==> src/rtl/odo_pkg.sv <==
package odo_pkg;

  localparam int CordicSteps = 16;
  localparam int AtanEntries = 24;
  localparam int CordCntW    = $clog2(CordicSteps);

  localparam int DivBits   = 52;
  localparam int DivCycles = DivBits / 2;
  localparam int DivCntW   = $clog2(DivCycles);

  localparam logic [29:0] RadToBa   = 30'd683565276;
  localparam logic [33:0] CordGain  = 34'd652032874;
  localparam logic [17:0] HwsReset  = 18'd6554;

  typedef enum logic [8:0] {
    S_IDLE   = 9'b000000001,
    S_NUM    = 9'b000000010,
    S_DSTART = 9'b000000100,
    S_DIV    = 9'b000001000,
    S_CSTART = 9'b000010000,
    S_CORD   = 9'b000100000,
    S_MULX   = 9'b001000000,
    S_MULY   = 9'b010000000,
    S_UPD    = 9'b100000000
  } state_t;

  function automatic logic [29:0] atan_entry(input logic [4:0] idx);
    logic [29:0] a;
    case (idx)
      5'd0:    a = 30'h20000000;
      5'd1:    a = 30'h12E4051E;
      5'd2:    a = 30'h09FB385B;
      5'd3:    a = 30'h051111D4;
      5'd4:    a = 30'h028B0D43;
      5'd5:    a = 30'h0145D7E1;
      5'd6:    a = 30'h00A2F61E;
      5'd7:    a = 30'h00517C55;
      5'd8:    a = 30'h0028BE53;
      5'd9:    a = 30'h00145F2F;
      5'd10:   a = 30'h000A2F98;
      5'd11:   a = 30'h000517CC;
      5'd12:   a = 30'h00028BE6;
      5'd13:   a = 30'h000145F3;
      5'd14:   a = 30'h0000A2FA;
      5'd15:   a = 30'h0000517D;
      5'd16:   a = 30'h000028BE;
      5'd17:   a = 30'h0000145F;
      5'd18:   a = 30'h00000A30;
      5'd19:   a = 30'h00000518;
      5'd20:   a = 30'h0000028C;
      5'd21:   a = 30'h00000146;
      5'd22:   a = 30'h000000A3;
      5'd23:   a = 30'h00000051;
      default: a = 30'h0;
    endcase
    return a;
  endfunction

  // {quotient bit, new remainder}
  function automatic logic [19:0] div_step(input logic [18:0] rem, input logic nbit,
                                           input logic [18:0] den);
    logic [19:0] r;
    logic [19:0] d;
    r = {rem, nbit};
    d = {1'b0, den};
    if (r >= d) begin
      r = r - d;
      return {1'b1, r[18:0]};
    end
    return {1'b0, r[18:0]};
  endfunction

endpackage

==> src/rtl/diff_drive_odometry.sv <==
// An input transfer steps through S_NUM, the turn divider, the CORDIC, S_MULX,
// S_MULY and S_UPD to out_valid; S_UPD waits while an earlier result is not taken.
// A new input is taken only in S_IDLE, once the 2-bit-per-cycle turn
// divider, the 16 CORDIC iterations and the update of the last one have finished.
// Reset (rst, synchronous): pose cleared to zero, half_wheel_spacing 6554.
module diff_drive_odometry (
  input  logic               clk,
  input  logic               rst,
  input  logic               in_valid,
  output logic               in_ready,
  input  logic signed [19:0] left_distance,
  input  logic signed [19:0] right_distance,
  output logic               out_valid,
  input  logic               out_ready,
  output logic signed [31:0] pos_x,
  output logic signed [31:0] pos_y,
  output logic [15:0]        heading,
  input  logic               cfg_we,
  input  logic [17:0]        cfg_data
);

  odo_pkg::state_t     state;
  odo_pkg::state_t     state_next;
  logic [17:0]         hws;
  logic [17:0]         hws_eff;
  logic signed [31:0]  pose_x;
  logic signed [31:0]  pose_y;
  logic [15:0]         pose_heading;
  logic signed [20:0]  diff;
  logic signed [20:0]  sum;
  logic [20:0]         mag;
  logic [50:0]         num;
  logic [51:0]         dividend;
  logic                div_done;
  logic [32:0]         quot;
  logic [32:0]         tq;
  logic [31:0]         phase;
  logic [31:0]         tq_rnd;
  logic                cord_done;
  logic signed [33:0]  cos_q30;
  logic signed [33:0]  sin_q30;
  logic signed [33:0]  mul_op;
  logic signed [54:0]  prod;
  logic signed [54:0]  prod_x;
  logic signed [54:0]  prod_y;
  logic signed [54:0]  rx;
  logic signed [54:0]  ry;
  logic signed [33:0]  nx;
  logic signed [33:0]  ny;
  logic signed [31:0]  sx;
  logic signed [31:0]  sy;
  logic                in_xfer;
  logic                out_free;

  assign in_ready = (state == odo_pkg::S_IDLE);
  assign in_xfer  = in_valid && in_ready;
  assign out_free = !out_valid || out_ready;

  assign hws_eff  = (hws == '0) ? 18'd1 : hws;
  assign mag      = diff[20] ? 21'(-diff) : 21'(diff);
  assign dividend = {1'b0, num} + {34'd0, hws_eff};

  assign tq     = diff[20] ? 33'(-quot) : quot;
  assign phase  = {pose_heading, 16'h0000} + tq[32:1];
  assign tq_rnd = tq[31:0] + 32'h0000_8000;

  assign mul_op = (state == odo_pkg::S_MULY) ? sin_q30 : cos_q30;
  assign prod   = sum * mul_op;

  assign rx = prod_x + (55'sd1 <<< 30);
  assign ry = prod_y + (55'sd1 <<< 30);
  assign nx = {{2{pose_x[31]}}, pose_x} + {{10{rx[54]}}, rx[54:31]};
  assign ny = {{2{pose_y[31]}}, pose_y} + {{10{ry[54]}}, ry[54:31]};

  always_comb begin
    if (nx[33:31] == 3'b000 || nx[33:31] == 3'b111) sx = nx[31:0];
    else if (nx[33]) sx = 32'sh8000_0000;
    else sx = 32'sh7FFF_FFFF;
    if (ny[33:31] == 3'b000 || ny[33:31] == 3'b111) sy = ny[31:0];
    else if (ny[33]) sy = 32'sh8000_0000;
    else sy = 32'sh7FFF_FFFF;
  end

  odo_div u_div (
    .clk      (clk),
    .rst      (rst),
    .start    (state == odo_pkg::S_DSTART),
    .dividend (dividend),
    .divisor  ({hws_eff, 1'b0}),
    .done     (div_done),
    .quot     (quot)
  );

  odo_cordic u_cordic (
    .clk     (clk),
    .rst     (rst),
    .start   (state == odo_pkg::S_CSTART),
    .phase   (phase),
    .done    (cord_done),
    .cos_q30 (cos_q30),
    .sin_q30 (sin_q30)
  );

  always_comb begin
    state_next = state;
    case (state)
      odo_pkg::S_IDLE:   if (in_xfer) state_next = odo_pkg::S_NUM;
      odo_pkg::S_NUM:    state_next = odo_pkg::S_DSTART;
      odo_pkg::S_DSTART: state_next = odo_pkg::S_DIV;
      odo_pkg::S_DIV:    if (div_done) state_next = odo_pkg::S_CSTART;
      odo_pkg::S_CSTART: state_next = odo_pkg::S_CORD;
      odo_pkg::S_CORD:   if (cord_done) state_next = odo_pkg::S_MULX;
      odo_pkg::S_MULX:   state_next = odo_pkg::S_MULY;
      odo_pkg::S_MULY:   state_next = odo_pkg::S_UPD;
      odo_pkg::S_UPD:    if (out_free) state_next = odo_pkg::S_IDLE;
      default:           state_next = odo_pkg::S_IDLE;
    endcase
  end

  always_ff @(posedge clk) begin
    if (rst) begin
      state        <= odo_pkg::S_IDLE;
      hws          <= odo_pkg::HwsReset;
      pose_x       <= '0;
      pose_y       <= '0;
      pose_heading <= '0;
      out_valid    <= 1'b0;
    end else begin
      state <= state_next;
      if (cfg_we) hws <= cfg_data;
      if (state == odo_pkg::S_UPD && out_free) begin
        pose_x       <= sx;
        pose_y       <= sy;
        pose_heading <= pose_heading + tq_rnd[31:16];
        out_valid    <= 1'b1;
      end else if (out_ready) begin
        out_valid <= 1'b0;
      end
    end
  end

  always_ff @(posedge clk) begin
    if (in_xfer) begin
      diff <= 21'(right_distance) - 21'(left_distance);
      sum  <= 21'(right_distance) + 21'(left_distance);
    end
    if (state == odo_pkg::S_NUM) num <= mag * odo_pkg::RadToBa;
    if (state == odo_pkg::S_MULX) prod_x <= prod;
    if (state == odo_pkg::S_MULY) prod_y <= prod;
    if (state == odo_pkg::S_UPD && out_free) begin
      pos_x   <= sx;
      pos_y   <= sy;
      heading <= pose_heading + tq_rnd[31:16];
    end
  end

`ifndef SYNTHESIS
  a_div_done_in_div: assert property (@(posedge clk) disable iff (rst)
    div_done |-> state == odo_pkg::S_DIV)
    else $error("divider finished outside its wait state");

  a_cord_done_in_cord: assert property (@(posedge clk) disable iff (rst)
    cord_done |-> state == odo_pkg::S_CORD)
    else $error("CORDIC finished outside its wait state");

  a_xfer_starts: assert property (@(posedge clk) disable iff (rst)
    in_xfer |=> state == odo_pkg::S_NUM)
    else $error("input transfer did not start the update");

  a_result_from_upd: assert property (@(posedge clk) disable iff (rst)
    $rose(out_valid) |-> $past(state == odo_pkg::S_UPD))
    else $error("result raised outside the pose update");
`endif

endmodule

==> src/rtl/odo_div.sv <==
module odo_div (
  input  logic        clk,
  input  logic        rst,
  input  logic        start,
  input  logic [51:0] dividend,
  input  logic [18:0] divisor,
  output logic        done,
  output logic [32:0] quot
);

  logic                              busy;
  logic [odo_pkg::DivCntW-1:0]       cnt;
  logic [51:0]                       shreg;
  logic [18:0]                       rem;
  logic [18:0]                       den;
  logic [19:0]                       s1;
  logic [19:0]                       s2;

  assign s1 = odo_pkg::div_step(rem, shreg[51], den);
  assign s2 = odo_pkg::div_step(s1[18:0], shreg[50], den);

  always_ff @(posedge clk) begin
    if (rst) begin
      busy <= 1'b0;
      done <= 1'b0;
      cnt  <= '0;
    end else begin
      done <= 1'b0;
      if (start) begin
        busy <= 1'b1;
        cnt  <= '0;
      end else if (busy) begin
        cnt <= cnt + 1'b1;
        if (cnt == odo_pkg::DivCntW'(odo_pkg::DivCycles - 1)) begin
          busy <= 1'b0;
          done <= 1'b1;
        end
      end
    end
  end

  always_ff @(posedge clk) begin
    if (start) begin
      shreg <= dividend;
      rem   <= '0;
      den   <= divisor;
    end else if (busy) begin
      shreg <= {shreg[49:0], 2'b00};
      rem   <= s2[18:0];
      quot  <= {quot[30:0], s1[19], s2[19]};
    end
  end

endmodule

==> src/rtl/odo_cordic.sv <==
module odo_cordic (
  input  logic               clk,
  input  logic               rst,
  input  logic               start,
  input  logic [31:0]        phase,
  output logic               done,
  output logic signed [33:0] cos_q30,
  output logic signed [33:0] sin_q30
);

  logic                          busy;
  logic [odo_pkg::CordCntW-1:0]  idx;
  logic [1:0]                    quad;
  logic signed [33:0]            x;
  logic signed [33:0]            y;
  logic signed [32:0]            z;
  logic signed [33:0]            xs;
  logic signed [33:0]            ys;
  logic signed [32:0]            at;

  assign xs = x >>> idx;
  assign ys = y >>> idx;
  assign at = $signed({3'b000, odo_pkg::atan_entry(5'(idx))});

  always_ff @(posedge clk) begin
    if (rst) begin
      busy <= 1'b0;
      done <= 1'b0;
      idx  <= '0;
    end else begin
      done <= 1'b0;
      if (start) begin
        busy <= 1'b1;
        idx  <= '0;
      end else if (busy) begin
        idx <= idx + 1'b1;
        if (idx == odo_pkg::CordCntW'(odo_pkg::CordicSteps - 1)) begin
          busy <= 1'b0;
          done <= 1'b1;
        end
      end
    end
  end

  always_ff @(posedge clk) begin
    if (start) begin
      x    <= $signed(odo_pkg::CordGain);
      y    <= '0;
      z    <= $signed({3'b000, phase[29:0]});
      quad <= phase[31:30];
    end else if (busy) begin
      if (!z[32]) begin
        x <= x - ys;
        y <= y + xs;
        z <= z - at;
      end else begin
        x <= x + ys;
        y <= y - xs;
        z <= z + at;
      end
    end
  end

  always_comb begin
    case (quad)
      2'd0: begin
        cos_q30 = x;
        sin_q30 = y;
      end
      2'd1: begin
        cos_q30 = -y;
        sin_q30 = x;
      end
      2'd2: begin
        cos_q30 = -x;
        sin_q30 = -y;
      end
      default: begin
        cos_q30 = y;
        sin_q30 = -x;
      end
    endcase
  end

endmodule

==> config.mk <==
export PLATFORM = sky130hd
export DESIGN_NAME = diff_drive_odometry
export DESIGN_NICKNAME = d
export VERILOG_FILES = /design/src/rtl/odo_pkg.sv /design/src/rtl/diff_drive_odometry.sv /design/src/rtl/odo_div.sv /design/src/rtl/odo_cordic.sv
export SDC_FILE = /design/constraint.sdc
export NUM_CORES = 2
export LEC_CHECK = 0
export BUFFER_PORTS_ARGS = -buffer_cell sky130_fd_sc_hd__buf_4
export CORE_UTILIZATION = 45
export CTS_CLUSTER_DIAMETER = 50
export DETAILED_ROUTE_END_ITERATION = 10
export GPL_TIMING_DRIVEN = 0
export RECOVER_POWER = 25
export SETUP_SLACK_MARGIN = 0.3
export SKIP_LAST_GASP = 1
export SYNTH_ARGS = -nofsm -noshare
export SYNTH_HDL_FRONTEND = slang
export SYNTH_SLANG_ARGS = --single-unit
==> constraint.sdc <==
create_clock -name clk -period 18.1 [get_ports clk]
set_input_delay 0.905 -clock clk [delete_from_list [all_inputs] [get_ports clk]]
set_output_delay 0.905 -clock clk [all_outputs]
set_load 0.01 [all_outputs]
# After elaboration in Yosys (flattened, before gate mapping)
# Memories as Yosys holds them, arrays and structs flattened. A register that Yosys moved wholly into a read port is not among the register bits.
# Index checks and enable logic that the tools add are counted.
# totals
register_bits	627
romBits	480
output_inout_bits	82
word_cells	145
n_memories	1
# mem_list
name	depth	word_bits	read_ports	rd_clocked_by_memory_dff	write_ports	line_no	source
(no name shown)	16	30	1	1	0	odo_pkg.sv:29	case (idx)
# classes
addsub	24
mul	2
magnitude_cmp	2
n_eq_ne	19
shift	2
n_mux	42
n_bitwise	3
n_reduce_logical	19
# op_table
cell	count
34-bit case mux with 3 select lines	2
32-bit 2-to-1 mux	4
55-bit by 32-bit adder with 55-bit output, second input constant	2
52-bit 2-to-1 mux	2
34-bit 2-to-1 mux	3
9-bit case mux with 9 select lines	1
19-bit 2-to-1 mux	4
34-bit adder	2
34-bit negator	2
34-bit by 4-bit >>> shifter with 34-bit output	2
34-bit subtractor	2
32-bit by 24-bit adder with 33-bit output	2
33-bit 2-to-1 mux	2
30-bit 2-to-1 mux	2
21-bit by 34-bit multiplier with 55-bit output	1
51-bit by 18-bit adder with 52-bit output	1
21-bit by 28-bit multiplier with 49-bit output, second input constant	1
20-bit by 19-bit >= comparator with 1-bit output	2
20-bit 2-to-1 mux	2
19-bit subtractor	2
9-bit 2-to-1 mux	4
33-bit by 31-bit adder with 33-bit output	1
33-bit negator	1
33-bit by 31-bit subtractor with 33-bit output	1
40 further kinds	65

# Longest topological paths before layout
# depth
depth_word	6
ltp_mapped	43
ltp_nobuf	40

# Hierarchy
# From an unflattened synthesis, not the netlist that was laid out.
# unflattened
cells_unflattened	8923
area_unflattened_um2	80885.1
# by_module_without_submodules
module	instances	cells_each	area_per_inst_um2	seq_area_each_um2
diff_drive_odometry	1	5912	55129.1	8768.4
odo_cordic	1	2420	18641.6	3103.0
odo_div	1	591	7114.3	3643.5

# Least setup slack after synthesis
# No wires, ideal clock.
# synth_path
path_type	register to register
startpoint	register state[1]
endpoint	register prod_x[53] (data pin)
setup_ns	0.262
t_arrival_ns	10.180
t_required_ns	17.838
path_slack_ns	7.658
stages_incl_launch_ff	37
path_buffers	4
cell_sequence	dfxtp_1 -> nor4_1 -> nand4_1 -> inv_1 -> clkbuf_1 -> o21ai_0 -> clkbuf_1 -> buf_1 -> a31oi_1 -> clkbuf_1 -> nand2_1 -> fa_1 -> inv_1 -> fa_1 -> inv_1 -> fa_1 -> inv_1 -> fa_1 -> fa_1 -> fa_1 -> inv_1 -> fa_1 -> inv_1 -> ha_1 -> a21o_1 -> a21o_1 -> a21o_1 -> a2111oi_0 -> a41oi_1 -> nor4b_1 -> nor3b_1 -> o21ai_0 -> o21ai_1 -> a211oi_1 -> o21ai_1 -> a21oi_1 -> xnor2_1
# synth_between
elab_chain_len	3
# synth_lines
item	line_no	source
from (decl)	diff_drive_odometry.sv:22	odo_pkg::state_t state;
from (signal assigned)	diff_drive_odometry.sv:122	state <= odo_pkg::S_IDLE;
from (signal assigned)	diff_drive_odometry.sv:129	state <= state_next;
9-bit by 8-bit equality test with 1-bit output	diff_drive_odometry.sv:67	assign mul_op = (state == odo_pkg::S_MULY) ? sin_q30 : cos_q30;
34-bit 2-to-1 mux	diff_drive_odometry.sv:67	
21-bit by 34-bit multiplier with 55-bit output	diff_drive_odometry.sv:68	assign prod = sum * mul_op;
named net prod[53]	diff_drive_odometry.sv:43	logic signed [54:0] prod;
to (signal assigned)	diff_drive_odometry.sv:148	if (state == odo_pkg::S_MULX) prod_x <= prod;
to (decl)	diff_drive_odometry.sv:44	logic signed [54:0] prod_x;
# The timed path passes the listed nets, and every way through them passes these cells.
# A chain may end at the register's enable or synchronous reset.

# Final worst setup path
# Ends and elaborated chain as after synthesis.

==> reports/qor.json <==
{
  "number_of_nets_with_antenna_violations_after_detailed_routing": {"value": 0},
  "die_height": {"value": 418, "unit": "µm"},
  "synth-edff-count": {"value": 355},
  "vias": {"value": 62580},
  "antenna_found_initial": {"value": 8},
  "ys_warn_count": {"value": 0},
  "htreeDepth": {"value": 3},
  "hold_path.class": {"value": "reg2reg"},
  "critical_path_arrival": {"value": 15500, "unit": "ps"},
  "cts.sink_count": {"value": 596},
  "layout-area-overhead-vs-synth": {"value": 8.65, "unit": "%"},
  "hold_buffers": {"value": 0},
  "netlist.area_leader.share": {"value": 23.6, "unit": "%"},
  "grt_pass1_wl": {"value": 375000, "unit": "µm"},
  "floorplan.initialDensity": {"value": 45.4, "unit": "%"},
  "drt_first_pass_iters": {"value": 5},
  "grt_overflow_total": {"value": 0},
  "cp-start-kind": {"value": "flip-flop"},
  "violations": {"value": "max-capacitance violations, max-slew violations"},
  "synth-xor-area-share": {"value": 6.52, "unit": "%"},
  "fp.dieArea": {"value": 175000, "unit": "µm²"},
  "synth_simple_gate_area_share": {"value": 14.7, "unit": "%"},
  "synthTopCellsByCount": {"value": "inv_1, nand2_1, fa_1, ha_1, nor2_1"},
  "criticalPathCategory": {"value": "reg2reg"},
  "fin_crit": {"value": 15160, "unit": "ps"},
  "synth.cell_area": {"value": 77900, "unit": "µm²"},
  "post_cts.repair.setup_buffers": {"value": 0},
  "layout.filler_cells": {"value": 16543},
  "total_clock_buffers_created_by_cts": {"value": 87},
  "clkTransAtPathRegs": {"value": 60, "unit": "ps"},
  "drt_via_density": {"value": 5.56},
  "detailedRoute.firstIterationViolations": {"value": 4622},
  "synth_fa_ha_area_share": {"value": 34.7, "unit": "%"},
  "drv_cap": {"value": 3},
  "core_ar": {"value": 172000, "unit": "µm²"},
  "postCtsResizedCells": {"value": 0},
  "insertion_delay": {"value": 710, "unit": "ps"},
  "io_pins": {"value": 145},
  "slew-limit-headroom": {"value": -64.9, "unit": "%"},
  "gpl.final_weighted_congestion": {"value": 1.00},
  "setup_repair_after_global_routing_missed_its_margin": {"value": "no"},
  "cp_data_required_time": {"value": 18440, "unit": "ps"},
  "synth_top_family_by_area": {"value": "adder cells"},
  "die_width": {"value": 418, "unit": "µm"},
  "yosys.cell_count.top_type": {"value": "inv_1"},
  "setup.worst_path.end_class": {"value": "flip-flop"},
  "synth.distinct_cells": {"value": 95},
  "least_margin_pin_slew": {"value": 2470, "unit": "ps"},
  "fin_skew": {"value": 62.1, "unit": "ps"},
  "residual_drc": {"value": 0},
  "post_route_cells_drive_above_1_share": {"value": 4.68, "unit": "%"},
  "setup_total_negative_slack": {"value": 0, "unit": "ps"},
  "maxSlewViolCount": {"value": 102},
  "routed_wire_length_per_instance": {"value": 21.8, "unit": "µm"},
  "run_status": {"value": "finished with violations"},
  "final_hold_vios": {"value": 0},
  "instance_count_of_the_mapped_netlist": {"value": 8617},
  "placementRows": {"value": 152},
  "synth.mux.area_fraction": {"value": 4.22, "unit": "%"},
  "maximum_number_of_pins_on_one_net_before_global_route_repair": {"value": 47},
  "setup_violations": {"value": 0},
  "async_flop_share": {"value": 0, "unit": "%"},
  "cts_max_path_buffers": {"value": 3},
  "timing.critical_path.mode_cell": {"value": "fa_1"},
  "clock-root-buffer": {"value": "clkbuf_16"},
  "first_global_vias": {"value": 63006},
  "crit_buf_inv": {"value": 11},
  "synth_compound_area_share": {"value": 11.6, "unit": "%"},
  "achievable-frequency": {"value": 66.0, "unit": "MHz"},
  "netlist.top_cell.by_area": {"value": "fa_1"},
  "total_global_route_track_usage": {"value": 28.0, "unit": "%"},
  "postRouteWirelength": {"value": 245000, "unit": "µm"},
  "place_hpwl": {"value": 201000, "unit": "µm"},
  "mean_instance_size_in_the_synthesized_netlist": {"value": 9.04, "unit": "µm²"},
  "path_max_fanout": {"value": 34},
  "post-route-period-util": {"value": 83.8, "unit": "%"},
  "timing.critical_path.slowest_stage_cell": {"value": "nor4_1"},
  "ys_seq_area_share": {"value": 19.9, "unit": "%"},
  "synth.ff_latch_count": {"value": 596},
  "path_delay_family": {"value": "adder cells"},
  "crit_path_max_incr_delay": {"value": 1190, "unit": "ps"},
  "post_layout_net_count": {"value": 10521},
  "yosys-top-cells-area": {"value": "fa_1, edfxtp_1, ha_1, inv_1, dfxtp_1"},
  "main_synth_ff_type": {"value": "edfxtp_1"},
  "placement.io_buffers": {"value": 143},
  "clock_tree_from_tritoncts": {"value": "built"},
  "synthesis.nets": {"value": 10281}
}
-- layout make-up --
cell class | count | area, µm² | share of cell area [%]
clock inverters | 61 | 667 | 0.788
multi-input cells | 6322 | 56000 | 66.1
flip-flops and latches | 596 | 15500 | 18.3
diodes | 7 | 17.5 | 0.0207
inverters | 1310 | 4920 | 5.81
plain buffers | 389 | 1580 | 1.86
repair buffers | 151 | 850 | 1.00
well taps | 2310 | 2890 | 3.41
clock buffers | 102 | 2280 | 2.70
-- worst reg2reg max path: cells and delay by family, from the launching register on --
kind | cells | cell delay (ps)
buffers and inverters | 11 | 2760
adder cells (fa/ha/maj) | 8 | 3860
AND/OR/NAND/NOR | 7 | 3770
AO/OA/AOI/OAI | 9 | 3420
flip-flops | 1 | 350
XOR/XNOR | 1 | 650
-- routing by layer --
layer  track usage, %  vias to the layer above  share of wire [%]
li1                 -                    28904                  -
met5                0                        -             0.0082
met3             4.17                      446                6.6
met4             11.1                        2                4.3
met1             37.4                    31107                 43
met2             45.5                     2121                 46
-- through the flow --
stage / setup slack [ps] / utilization (%) / hold WS, ps / instance area, µm² / instances
after global routing: 2500 / 49.3 / 433 / 84600 / 11243
final: 2940 / 49.3 / 437 / 84700 / 11248
after CTS: 2870 / 49.5 / 412 / 85000 / 11240
after global placement: 2120 / 47.7 / 431 / 81900 / 11070
after detailed placement: 2970 / 47.8 / 437 / 82000 / 11077
after floorplan: 7660 / - / 424 / 77900 / 8617
-- registers in the layout, summed over array words and instances, names as in the netlist, 20 cells and up --
signal and cells:
sum 20, u_cordic.at 30, num 49, u_cordic.y 34, pose_y 32, prod_y 25, prod_x 25, u_cordic.z 33
pos_x 32, pos_y 32, u_div.quot 33, u_cordic.x 34, pose_x 32, diff 21, u_div.shreg 52
-- layout by cell type, fill, tap and decap left out, types with 58 or more instances in the layout --
cell type / n
a21oi_1: 489
ha_1: 684
a21o_1: 155
nand3_1: 107
mux4_2: 72
nor2_1: 498
clkbuf_1: 407
xnor2_1: 380
inv_1: 1300
o21ai_0: 364
nand2_1: 959
o21bai_1: 62
edfxtp_1: 355
and3_1: 58
mux2i_1: 136
nor3_1: 93
and2_1: 302
buf_4: 71
dfxtp_1: 241
nand2b_1: 83
nor2b_1: 70
clkbuf_16: 87
xor2_1: 197
fa_1: 917
-- path summary, 6_finish.rpt --
kind                          to  cells after the start  slack, ps           start
setup / recovery      prod_x[53]                     36       2940        state[1]
setup reg to reg      prod_x[53]                     36       2940        state[1]
hold / removal    u_div.quot[18]                      0        440  u_div.quot[16]
hold reg to reg   u_div.quot[18]                      0        440  u_div.quot[16]
-- kinds of logic after synthesis --
kind of cell | Yosys count
xor+xnor | 580
flops | 596
fa+ha+maj | 1616
mux | 235
simple gates | 2419
buf+inv | 1699
compound gates | 1472
Power is not shown: default switching activity piles up to over one toggle a cycle in this logic, so the estimate is an artifact.
